==> config.mk <==
export PLATFORM = sky130hd
export DESIGN_NAME = ordered_rule_list_consistency_check
export DESIGN_NICKNAME = d
export VERILOG_FILES = /design/src/rtl/core/orlcc_pkg.sv /design/src/rtl/core/ordered_rule_list_consistency_check.sv
export SDC_FILE = /design/constraint.sdc
export NUM_CORES = 1
export LEC_CHECK = 0
export BUFFER_PORTS_ARGS = -buffer_cell sky130_fd_sc_hd__buf_2
export CORE_UTILIZATION = 46
export DETAILED_ROUTE_END_ITERATION = 10
export SLEW_MARGIN = 10
export SYNTH_ARGS = -nofsm -noshare
export SYNTH_HDL_FRONTEND = slang
export SYNTH_SLANG_ARGS = --single-unit
==> constraint.sdc <==
create_clock -name clock -period 5.8 [get_ports clock]
set_clock_uncertainty 0.15 [all_clocks]
set_input_delay 0.58 -clock clock [delete_from_list [all_inputs] [get_ports clock]]
set_output_delay 0.58 -clock clock [all_outputs]
set_load 0.02 [all_outputs]
==> src/rtl/core/orlcc_pkg.sv <==
`default_nettype none

package orlcc_pkg;

   localparam int RULE_REGS  = 4;
   localparam int RULE_IDX_W = $clog2(RULE_REGS);
   localparam int MASK_W     = 16;
   localparam int CSR_IDX_W  = 3;
   localparam int CSR_DATA_W = 32;
   localparam int COUNT_W    = 3;

   typedef enum logic [CSR_IDX_W-1:0] {
      CSR_RULE_COUNT    = 3'd0,
      CSR_RULE_ZERO     = 3'd1,
      CSR_RULE_ONE      = 3'd2,
      CSR_RULE_TWO      = 3'd3,
      CSR_RULE_THREE    = 3'd4,
      CSR_POSITIVE_LABEL = 3'd5
   } csr_index_type;

   typedef logic [RULE_IDX_W-1:0] rule_idx_type;

endpackage

`default_nettype wire

==> src/rtl/core/ordered_rule_list_consistency_check.sv <==
// Path: an accepted item goes to the input register, then to the result register.
// Throughput: one item per cycle; req_ready drops only while a stalled result blocks a held item.
// Rule match is a parallel mask compare with a priority pick in the input-to-result path.
// Reset (synchronous, active high) clears the configuration registers, pipeline valids and set state.
// Set state also restarts after the item marked last is processed.
`default_nettype none

module ordered_rule_list_consistency_check #(
   parameter int MAX_RULES = 4,
   parameter int FEATURES  = 16
) (
   input  wire logic                               clock,
   input  wire logic                               reset,
   input  wire logic                               req_valid,
   output logic                                    req_ready,
   input  wire logic [orlcc_pkg::MASK_W-1:0]       req_point_bits,
   input  wire logic                               req_point_class,
   input  wire logic                               req_last_point,
   output logic                                    rsp_valid,
   input  wire logic                               rsp_ready,
   output logic                                    rsp_still_separable,
   output logic                                    rsp_set_done,
   input  wire logic                               csr_wr_en,
   input  wire logic [orlcc_pkg::CSR_IDX_W-1:0]    csr_index,
   input  wire logic [orlcc_pkg::CSR_DATA_W-1:0]   csr_wdata
);

   localparam int EFF_MAX = (MAX_RULES < orlcc_pkg::RULE_REGS) ? MAX_RULES
                                                                : orlcc_pkg::RULE_REGS;
   localparam logic [orlcc_pkg::COUNT_W-1:0] EFF_MAX_C = orlcc_pkg::COUNT_W'(EFF_MAX);
   localparam logic [orlcc_pkg::MASK_W-1:0] FEAT_MASK =
      orlcc_pkg::MASK_W'((33'd1 << FEATURES) - 33'd1);

   // configuration
   logic [orlcc_pkg::COUNT_W-1:0]    rule_count_ff;
   logic [orlcc_pkg::CSR_DATA_W-1:0] rule_masks_ff [orlcc_pkg::RULE_REGS];
   logic                             positive_label_ff;

   always_ff @(posedge clock) begin
      if (reset) begin
         rule_count_ff     <= '0;
         positive_label_ff <= 1'b0;
         for (int i = 0; i < orlcc_pkg::RULE_REGS; i++) begin
            rule_masks_ff[i] <= '0;
         end
      end else if (csr_wr_en) begin
         case (orlcc_pkg::csr_index_type'(csr_index))
            orlcc_pkg::CSR_RULE_COUNT:     rule_count_ff <= csr_wdata[orlcc_pkg::COUNT_W-1:0];
            orlcc_pkg::CSR_RULE_ZERO:      rule_masks_ff[0] <= csr_wdata;
            orlcc_pkg::CSR_RULE_ONE:       rule_masks_ff[1] <= csr_wdata;
            orlcc_pkg::CSR_RULE_TWO:       rule_masks_ff[2] <= csr_wdata;
            orlcc_pkg::CSR_RULE_THREE:     rule_masks_ff[3] <= csr_wdata;
            orlcc_pkg::CSR_POSITIVE_LABEL: positive_label_ff <= csr_wdata[0];
            default: ;
         endcase
      end
   end

   // pipeline control
   logic                          s1_valid_ff;
   logic [orlcc_pkg::MASK_W-1:0]  s1_bits_ff;
   logic                          s1_class_ff;
   logic                          s1_last_ff;
   logic                          rsp_valid_ff;
   logic                          rsp_sep_ff;
   logic                          rsp_done_ff;
   logic                          advance;

   assign advance   = s1_valid_ff && (!rsp_valid_ff || rsp_ready);
   assign req_ready = !s1_valid_ff || advance;

   always_ff @(posedge clock) begin
      if (reset) begin
         s1_valid_ff <= 1'b0;
      end else if (req_ready) begin
         s1_valid_ff <= req_valid;
      end
   end

   always_ff @(posedge clock) begin
      if (req_valid && req_ready) begin
         s1_bits_ff  <= req_point_bits;
         s1_class_ff <= req_point_class;
         s1_last_ff  <= req_last_point;
      end
   end

   // rule match and priority pick
   logic [orlcc_pkg::COUNT_W-1:0]  eff_count;
   logic [orlcc_pkg::MASK_W-1:0]   bits;
   logic [orlcc_pkg::RULE_REGS-1:0] covers;
   logic                           fired;
   orlcc_pkg::rule_idx_type        fired_idx;

   always_comb begin
      logic [orlcc_pkg::MASK_W-1:0] ones;
      logic [orlcc_pkg::MASK_W-1:0] zeros;
      eff_count = (rule_count_ff > EFF_MAX_C) ? EFF_MAX_C : rule_count_ff;
      bits      = s1_bits_ff & FEAT_MASK;
      for (int i = 0; i < orlcc_pkg::RULE_REGS; i++) begin
         ones      = rule_masks_ff[i][2*orlcc_pkg::MASK_W-1:orlcc_pkg::MASK_W] & FEAT_MASK;
         zeros     = rule_masks_ff[i][orlcc_pkg::MASK_W-1:0] & FEAT_MASK;
         covers[i] = (orlcc_pkg::COUNT_W'(i) < eff_count)
                     && ((bits & ones) == ones) && ((bits & zeros) == '0);
      end
      fired     = 1'b0;
      fired_idx = '0;
      for (int i = orlcc_pkg::RULE_REGS - 1; i >= 0; i--) begin
         if (covers[i]) begin
            fired     = 1'b1;
            fired_idx = orlcc_pkg::rule_idx_type'(i);
         end
      end
   end

   // set state
   logic                    pos_seen_ff, pos_seen_in;
   logic                    neg_seen_ff, neg_seen_in;
   orlcc_pkg::rule_idx_type hp_ff, hp_in;
   orlcc_pkg::rule_idx_type ln_ff, ln_in;
   logic                    failed_ff, failed_in;
   logic                    positive;
   logic                    fail_now;

   always_comb begin
      positive    = (s1_class_ff == positive_label_ff);
      pos_seen_in = pos_seen_ff;
      neg_seen_in = neg_seen_ff;
      hp_in       = hp_ff;
      ln_in       = ln_ff;
      fail_now    = failed_ff;
      if (!failed_ff) begin
         if (fired) begin
            if (positive) begin
               if (!pos_seen_ff || (fired_idx > hp_ff)) begin
                  pos_seen_in = 1'b1;
                  hp_in       = fired_idx;
                  if (neg_seen_ff && (fired_idx >= ln_ff)) begin
                     fail_now = 1'b1;
                  end
               end
            end else if (!neg_seen_ff || (fired_idx < ln_ff)) begin
               neg_seen_in = 1'b1;
               ln_in       = fired_idx;
               if (pos_seen_ff && (hp_ff >= fired_idx)) begin
                  fail_now = 1'b1;
               end
            end
         end else if (positive) begin
            fail_now = 1'b1;
         end
      end
      failed_in = fail_now;
      if (s1_last_ff) begin
         pos_seen_in = 1'b0;
         neg_seen_in = 1'b0;
         failed_in   = 1'b0;
      end
   end

   always_ff @(posedge clock) begin
      if (reset) begin
         pos_seen_ff <= 1'b0;
         neg_seen_ff <= 1'b0;
         failed_ff   <= 1'b0;
         hp_ff       <= '0;
         ln_ff       <= '0;
      end else if (advance) begin
         pos_seen_ff <= pos_seen_in;
         neg_seen_ff <= neg_seen_in;
         failed_ff   <= failed_in;
         hp_ff       <= hp_in;
         ln_ff       <= ln_in;
      end
   end

   // result register
   always_ff @(posedge clock) begin
      if (reset) begin
         rsp_valid_ff <= 1'b0;
      end else if (advance) begin
         rsp_valid_ff <= 1'b1;
      end else if (rsp_ready) begin
         rsp_valid_ff <= 1'b0;
      end
   end

   always_ff @(posedge clock) begin
      if (advance) begin
         rsp_sep_ff  <= !fail_now;
         rsp_done_ff <= s1_last_ff;
      end
   end

   assign rsp_valid           = rsp_valid_ff;
   assign rsp_still_separable = rsp_sep_ff;
   assign rsp_set_done        = rsp_done_ff;

   a_fail_sticks: assert property (@(posedge clock) disable iff (reset)
      (failed_ff && !(advance && s1_last_ff)) |=> failed_ff)
      else $error("failure cleared within a set");

   a_set_restart: assert property (@(posedge clock) disable iff (reset)
      (advance && s1_last_ff) |=> (!failed_ff && !pos_seen_ff && !neg_seen_ff))
      else $error("set state not restarted after last item");

   a_order_held: assert property (@(posedge clock) disable iff (reset)
      (!failed_ff && pos_seen_ff && neg_seen_ff) |-> (hp_ff < ln_ff))
      else $error("ordering clash without failure");

   a_fail_result: assert property (@(posedge clock) disable iff (reset)
      (advance && failed_ff) |=> (rsp_valid_ff && !rsp_sep_ff))
      else $error("separable result reported after failure");

endmodule

`default_nettype wire

==> results by group, run 1 <==
Final layout
  – Final antenna diode count: 0
  – Leading cell type in the layout, fill and taps excluded: edfxtp_1
  – Fill cell instance count of the final layout: 1237
  – Nets: 667
  – Ratio of cells with drive above 1 in the final layout: 0.186
  – Commonest cells after routing, fill and taps aside: edfxtp_1, and2_1, buf_2
  – Layout area overhead: 16.2%

Timing
  – Transition time at the pin with the least slew margin: 1100 ps
  – Achievable clock frequency: 229 MHz
  – Total negative slack: 0 ps
  – Final setup viols: 0
  – Part of the cycle the worst path needs: 0.753
  – Minimum clock period: 4370 ps
  – Tightest slew margin relative to the limit: 0.268
  – RSZ-0062 raised after global routing: false
  – Max Transition Viols Final: 0
  – Final count of hold timing violations: 0

Detailed routing
  – Average vias per placed instance: 5.51
  – Via count: 4417
  – Detailed-routing iteration count for the pre-antenna-repair pass: 8
  – Total length of routed wires: 17.5 mm
  – Antenna Nets Post-Route: 0
  – Post-DR wirelength/cell: 21.8 µm
  – Starting DRC count in detailed routing: 533
  – Residual DRC count: 4

CTS
  – Clock transition at the register clock pins on the worst setup and hold paths after CTS: 70 ps
  – Clock network latency to the later pin of the worst-skew pair: 440 ps
  – Clk sinks: 161
  – Setup bufs post-CTS: 0
  – Maximum clock insertion buffer count: 2
  – Hold buffer count at CTS: 0
  – H-Tree Depth: 4
  – Count of cells resized by post-cts repair: 0
  – Buffer type at the clock tree root: clkbuf_16
  – TritonCTS clock tree: built
  – Number of buffers added by the clock tree synthesis step: 17

Synth
  – Area share of the leading cell type in the synthesized netlist: 0.634
  – Flip-flop and latch count after synthesis: 161
  – Area of the mapped netlist: 7010 µm²
  – Async set-reset flop share out of synthesis: 0
  – Net count of the mapped netlist: 599
  – Sequential cell area fraction in the yosys report: 0.671
  – Mapped Cells: 537
  – Largest cells by area after synthesis: edfxtp_1, and2_1, dfxtp_1
  – Number of warning messages in the yosys log: 0
  – Avg Synthesized Cell Area: 13.1 µm²
  – Distinct cell type count of the synthesized netlist: 42
  – Cell type with the largest total area after synthesis: edfxtp_1
  – Post-synth EDFFs: 148
  – Dominant synthesized flop cell: edfxtp_1

Worst setup path
  – Worst Reg-to-Reg Cells: 14
  – Worst path cell trace: a22oi_1 -> o221ai_1 -> nor4_1 -> nand4_1 -> a222oi_1 -> inv_1 -> ha_1 -> nor2b_1 -> o21ai_0 -> nand2_1 -> or3_1 -> a41oi_2 -> mux2i_1 -> nor2_1
  – Signal arrival time at the worst endpoint: 4530 ps
  – Crit-path max cell delay: 700 ps
  – Worst Path Buf+Inv: 1
  – Crit-path slowest cell: a222oi_1
  – Setup crit start kind: flip-flop
  – Gate family responsible for the most delay along the worst path: compound AO/OA/AOI/OAI gates
  – Nature of the critical path endpoint: flip-flop
  – Number of gates on the worst path with buffers counted: 14
  – Critical Setup Path Class: reg2reg
  – Critical path peak fanout: 8
  – Required time of the worst setup path: 5960 ps

Min path
  – Type of the worst min-delay path: in2reg
  – Count of cells along the worst hold path: 1

Power
  – Leakage dissipation: 3.12 nW
  – Power per unit of standard cell area: 322 nW/µm²
  – Largest vdd supply drop: 0.000338 V
  – Power, Total: 2.62 mW

Global routing
  – Global-route usage over all layers: 0.238
  – Total global routing overflow: 0
  – Antenna violations before repair: 0
  – Maximum number of pins on one net before global-route repair: 33
  – First-pass GRT wire length: 26.9 mm
  – Via count of the first global-routing pass: 4415

Floorplanning
  – Area of the die: 15700 µm²
  – Number of top-level pins: 62
  – Starting density of the core: 0.477
  – Vertical die dimension: 125 µm
  – FP Rows: 44
  – Core Footprint: 14700 µm²
  – Die X-Extent: 125 µm

Status
  – Run status: finished, violations left
  – Failing checks: design-rule violations

Place
  – HPWL after detailed placement: 11.6 mm
  – Number of port buffers: 61
  – GPL Wtd Cong: 0.814

Job
  – Reported max-cap violation count: 0
==> cells by family (layout without fill, tap and decap cells) <==
group / Yosys count / after routing / share of synthesized area
xor gates and xnor gates: 1 / 1 / 0.00125
DFF: 161 / 161 / 0.671
and+or+nand+nor: 240 / 240 / 0.197
buffers and inverters: 52 / 133 / 0.0284
AOI/OAI and AO/OA: 56 / 56 / 0.0623
muxes: 23 / 23 / 0.0332
adders and majority gates: 4 / 4 / 0.00714
==> synthesized netlist by cell type, types with 2 or more instances <==
library cell / instances
nand3_1: 7
dfxtp_1: 13
nand2b_1: 29
a21oi_1: 4
nor4_1: 3
o21ai_0: 9
mux2i_1: 21
ha_1: 4
nor2b_1: 4
inv_1: 32
and3_1: 4
nand2_1: 35
a21boi_0: 2
nor3_1: 7
and2_1: 129
clkbuf_2: 2
a41oi_2: 2
edfxtp_1: 148
nor2_1: 11
o21bai_1: 4
a22oi_1: 8
o221ai_1: 4
a2111oi_0: 2
o21a_1: 2
mux2_2: 2
or3_1: 2
clkbuf_1: 17
o2111ai_1: 14
nand4_1: 3
==> final timing paths <==
| check | from | endpoint | slack (ps) |
|---|---|---|---|
| setup / recovery | bits[4] | hp_ff[1] | 1430 |
| hold / removal | req_point_bits[2] | bits[2] | 170 |
| hold reg to reg | s1_last_ff | rsp_set_done | 320 |
| setup reg to reg | bits[4] | hp_ff[1] | 1430 |
==> routing by layer <==
metal  wire (µm)  GRT usage  share of wire
met5           0          0              0
met4         237     0.0624          0.014
met3         885     0.0539          0.051
met2        8430      0.384           0.48
met1        7900      0.325           0.45
==> area by class of cell <==
class                           instances  area, µm²  area share
Sequential cell                       161       4700       0.577
Multi-Input combinational cell        324       2150       0.264
Clock buffer                           18        429      0.0527
Timing Repair Buffer                   69        365      0.0448
Tap cell                              184        230      0.0283
Clock inverter                         14        148      0.0181
Inverter                               32        120      0.0147
==> power breakdown <==
| group | leakage (nW) | internal, mW | total [mW] | switching (mW) |
|---|---|---|---|---|
| registers | 1.54 | 1.34 | 1.38 | 0.0366 |
| logic | 1.31 | 0.0538 | 0.152 | 0.0979 |
| clock network | 0.277 | 0.604 | 1.09 | 0.490 |
| total | 3.12 | 2.00 | 2.62 | 0.625 |
==> registers in the layout, indices dropped and copies added (netlist names), 2 cells and up <==
name and flops:
rule_masks_ff 128, bits 16, rule_count_ff 3, hp_ff 2
ln_ff 2
==> worst reg2reg max path, cell delays in order (launching register included) <==
cell	delay, ps
edfxtp_1	550
a22oi_1	240
o221ai_1	160
nor4_1	410
nand4_1	350
a222oi_1	700
inv_1	110
ha_1	320
nor2b_1	130
o21ai_0	140
nand2_1	90
or3_1	340
a41oi_2	270
mux2i_1	230
nor2_1	50
==> stage by stage <==
step	hold slack [ps]	setup WS (ps)	cell area, µm²	util	cells
after global routing	155	1110	8150	0.554	802
after floorplan	277	2280	7010	-	537
final	165	1430	8150	0.554	802
after global placement	308	1720	7570	0.515	770
after CTS	156	1470	8150	0.554	802
after detailed placement	311	1500	7570	0.515	770
Note: power is estimated with default switching activity, not from simulation.
==> inputs of run 2 (changes only) <==
- PLACE_DENSITY: default -> 0.67
- clock period: 5.8 -> 3.81 ns (I/O delays scaled with it)
==> results by group, run 2 (synthesis results as in run 1) <==
CTS
  – Number of buffers added by the clock tree synthesis step: 17 (unchanged)
  – Clock network latency to the later pin of the worst-skew pair: 420 ps (-20 ps)
  – Clk sinks: 161 (unchanged)
  – Maximum clock insertion buffer count: 2 (unchanged)
  – TritonCTS clock tree: built
  – Clock transition at the register clock pins on the worst setup and hold paths after CTS: 60 ps (about the same)
  – Buffer type at the clock tree root: clkbuf_16
  – H-Tree Depth: 4 (unchanged)

Detailed routing
  – Residual DRC count: 4 (unchanged)
  – Post-DR wirelength/cell: 20.4 µm (-6.5%)
  – Total length of routed wires: 17.4 mm (-0.18%)
  – Detailed-routing iteration count for the pre-antenna-repair pass: 8 (unchanged)
  – Starting DRC count in detailed routing: 367 (-31%)
  – Average vias per placed instance: 5.34 (-3.0%)
  – Via count: 4572 (+3.5%)
  – Antenna Nets Post-Route: 0 (unchanged)

Final layout
  – Fill cell instance count of the final layout: 1142 (-7.7%)
  – Final antenna diode count: 0 (unchanged)
  – Nets: 722 (+8.2%)
  – Area occupied by multi-input gates: 2330 µm² (+8.4%)
  – Finished Layout Cells: 856 (+6.7%)
  – Register cell area after layout: 4700 µm² (unchanged)
  – Layout area overhead: 25.0%
  – Leading cell type in the layout, fill and taps excluded: edfxtp_1
  – Core occupancy in the finished layout: 0.597 (+0.0421)
  – Register ranked first by flip-flop count: rule_masks_ff
  – Commonest cells after routing, fill and taps aside: edfxtp_1, and2_1, buf_2
  – Ratio of cells with drive above 1 in the final layout: 0.266 (+0.0803)
  – Largest register FFs: 128 (unchanged)

Worst setup path
  – Critical path peak fanout: 4 (-4)
  – Required time of the worst setup path: 3960 ps (-2000 ps)
  – Critical Setup Path Class: reg2reg
  – Worst Reg-to-Reg Cells: 16 (+2)
  – Setup crit start kind: flip-flop
  – Nature of the critical path endpoint: flip-flop
  – Signal arrival time at the worst endpoint: 3850 ps (-680 ps)

Floorplanning
  – Vertical die dimension: 125 µm (unchanged)
  – Starting density of the core: 0.477 (unchanged)
  – Core Footprint: 14700 µm² (unchanged)
  – Die X-Extent: 125 µm (unchanged)
  – Number of top-level pins: 62 (unchanged)
  – FP Rows: 44 (unchanged)
  – Area of the die: 15700 µm² (unchanged)

Power
  – Power share of the sequential group: 0.524 (about the same)
  – Internal power summed over all cells: 3.06 mW (+53%)
  – Largest vdd supply drop: 0.000376 V (+11%)
  – Leakage dissipation: 3.41 nW (+9.2%)
  – Portion of total power attributed to the clock network: 0.401 (-0.016)
  – Switching power total: 0.919 mW (+47%)
  – Power per unit of standard cell area: 454 nW/µm² (+41%)
  – Combinational group share of total power: 0.075 (+0.017)
  – Net switching fraction of the power: 0.231 (-0.00731)
  – Power, Total: 3.98 mW (+52%)

Global routing
  – Total global routing overflow: 0 (unchanged)
  – Maximum number of pins on one net before global-route repair: 33 (unchanged)
  – Antenna violations before repair: 0 (unchanged)
  – Global-route usage over all layers: 0.228 (-0.00934)
  – Via count of the first global-routing pass: 4561 (+3.3%)
  – First-pass GRT wire length: 26.2 mm (-2.5%)

Place
  – Number of instances in the placed design: 787 (+2.2%)
  – Post-Place Setup Slack: -103 ps (-1610 ps)
  – HPWL after detailed placement: 11.3 mm (-3.1%)
  – Number of port buffers: 61 (unchanged)
  – GPL Wtd Cong: 0.856 (+5.1%)

Timing
  – Total negative slack: 0 ps (unchanged)
  – Part of the cycle the worst path needs: 0.974 (+0.220)
  – Tightest slew margin relative to the limit: 0.630 (+0.362)
  – Final count of hold timing violations: 0 (unchanged)
  – Final WS setup: 101 ps (-1330 ps)
  – RSZ-0062 raised after global routing: true
  – Achievable clock frequency: 270 MHz (+18%)
  – Max Transition Viols Final: 0 (unchanged)
  – Transition time at the pin with the least slew margin: 551 ps (-544 ps)
  – Minimum clock period: 3710 ps (-660 ps)
  – Final setup viols: 0 (unchanged)

Status
  – Run status: finished, violations left
  – Failing checks: design-rule violations

Min path
  – Count of cells along the worst hold path: 3 (+2)
  – Type of the worst min-delay path: in2reg

Job
  – Reported max-cap violation count: 0 (unchanged)
-- run 2: changes by cell type in the layout (fill, tap and decap cells not counted), sizes merged --
cell,change
clkinv,+3
clkbuf,+1
inv,-3
buf,+38
clkinvlp,-2
dlygate4sd3,+17
-- run 2: final cells by class --
type / instances / area share
flip-flops and latches: 161 / 0.537
multi-input cells: 324 / 0.266
repair buffers: 124 / 0.0953
clock buffers: 19 / 0.0494
well taps: 184 / 0.0263
inverters: 32 / 0.0137
clock inverters: 12 / 0.0127
-- run 2: repair_timing --
item,CTS,global route
buffers inserted,6,15
endpoints found under the hold margin,17,0
resized for setup,8,35
hold buffers,17,0
pin swaps,4,14
endpoints found under the setup margin,3,5
-- run 2: path summary, 6_finish.rpt --
path	to	slack [ps]	from
max	hp_ff[1]	100	bits[11]
min	s1_valid_ff	40	req_valid
max reg2reg	hp_ff[1]	100	bits[11]
min reg2reg	rsp_set_done	330	s1_last_ff
-- run 2: power groups by stage --
stage / Combinational [mW] / Sequential (mW) / Clock [mW]
floorplan: 0.119 / 2.11 / 0
global placement: 0.246 / 2.12 / 0
detailed placement: 0.249 / 2.12 / 0
CTS: 0.273 / 2.08 / 1.62
global route: 0.320 / 2.09 / 1.68
finish: 0.298 / 2.09 / 1.60
-- run 2: routing by layer --
metal | track usage | part of all wire
met5 | 0 | 0
met3 | 0.0518 | 0.054
met4 | 0.0811 | 0.014
met2 | 0.362 | 0.50
met1 | 0.309 | 0.44
-- run 2: stage by stage --
stage	hold slack, ps	instance area (µm²)
6_report	35.8	8770
5_1_grt	54.5	8770
4_1_cts	28.8	8480
3_5_place_dp	305	7690
3_3_place_gp	298	7690
2_1_floorplan	277	7010
-- run 2: critical path: stages, from the launching register on --
cell and delay (ps):
edfxtp_1 480, buf_6 170, mux2i_2 180, o221ai_2 170, nor4_2 230, nand3_1 160, a222oi_1 380, buf_4 210
inv_2 50, ha_4 200, nor2b_4 120, o21ai_2 120, nand2_1 70, or3_4 390, a41oi_4 230, mux2i_1 220
nor2_1 50
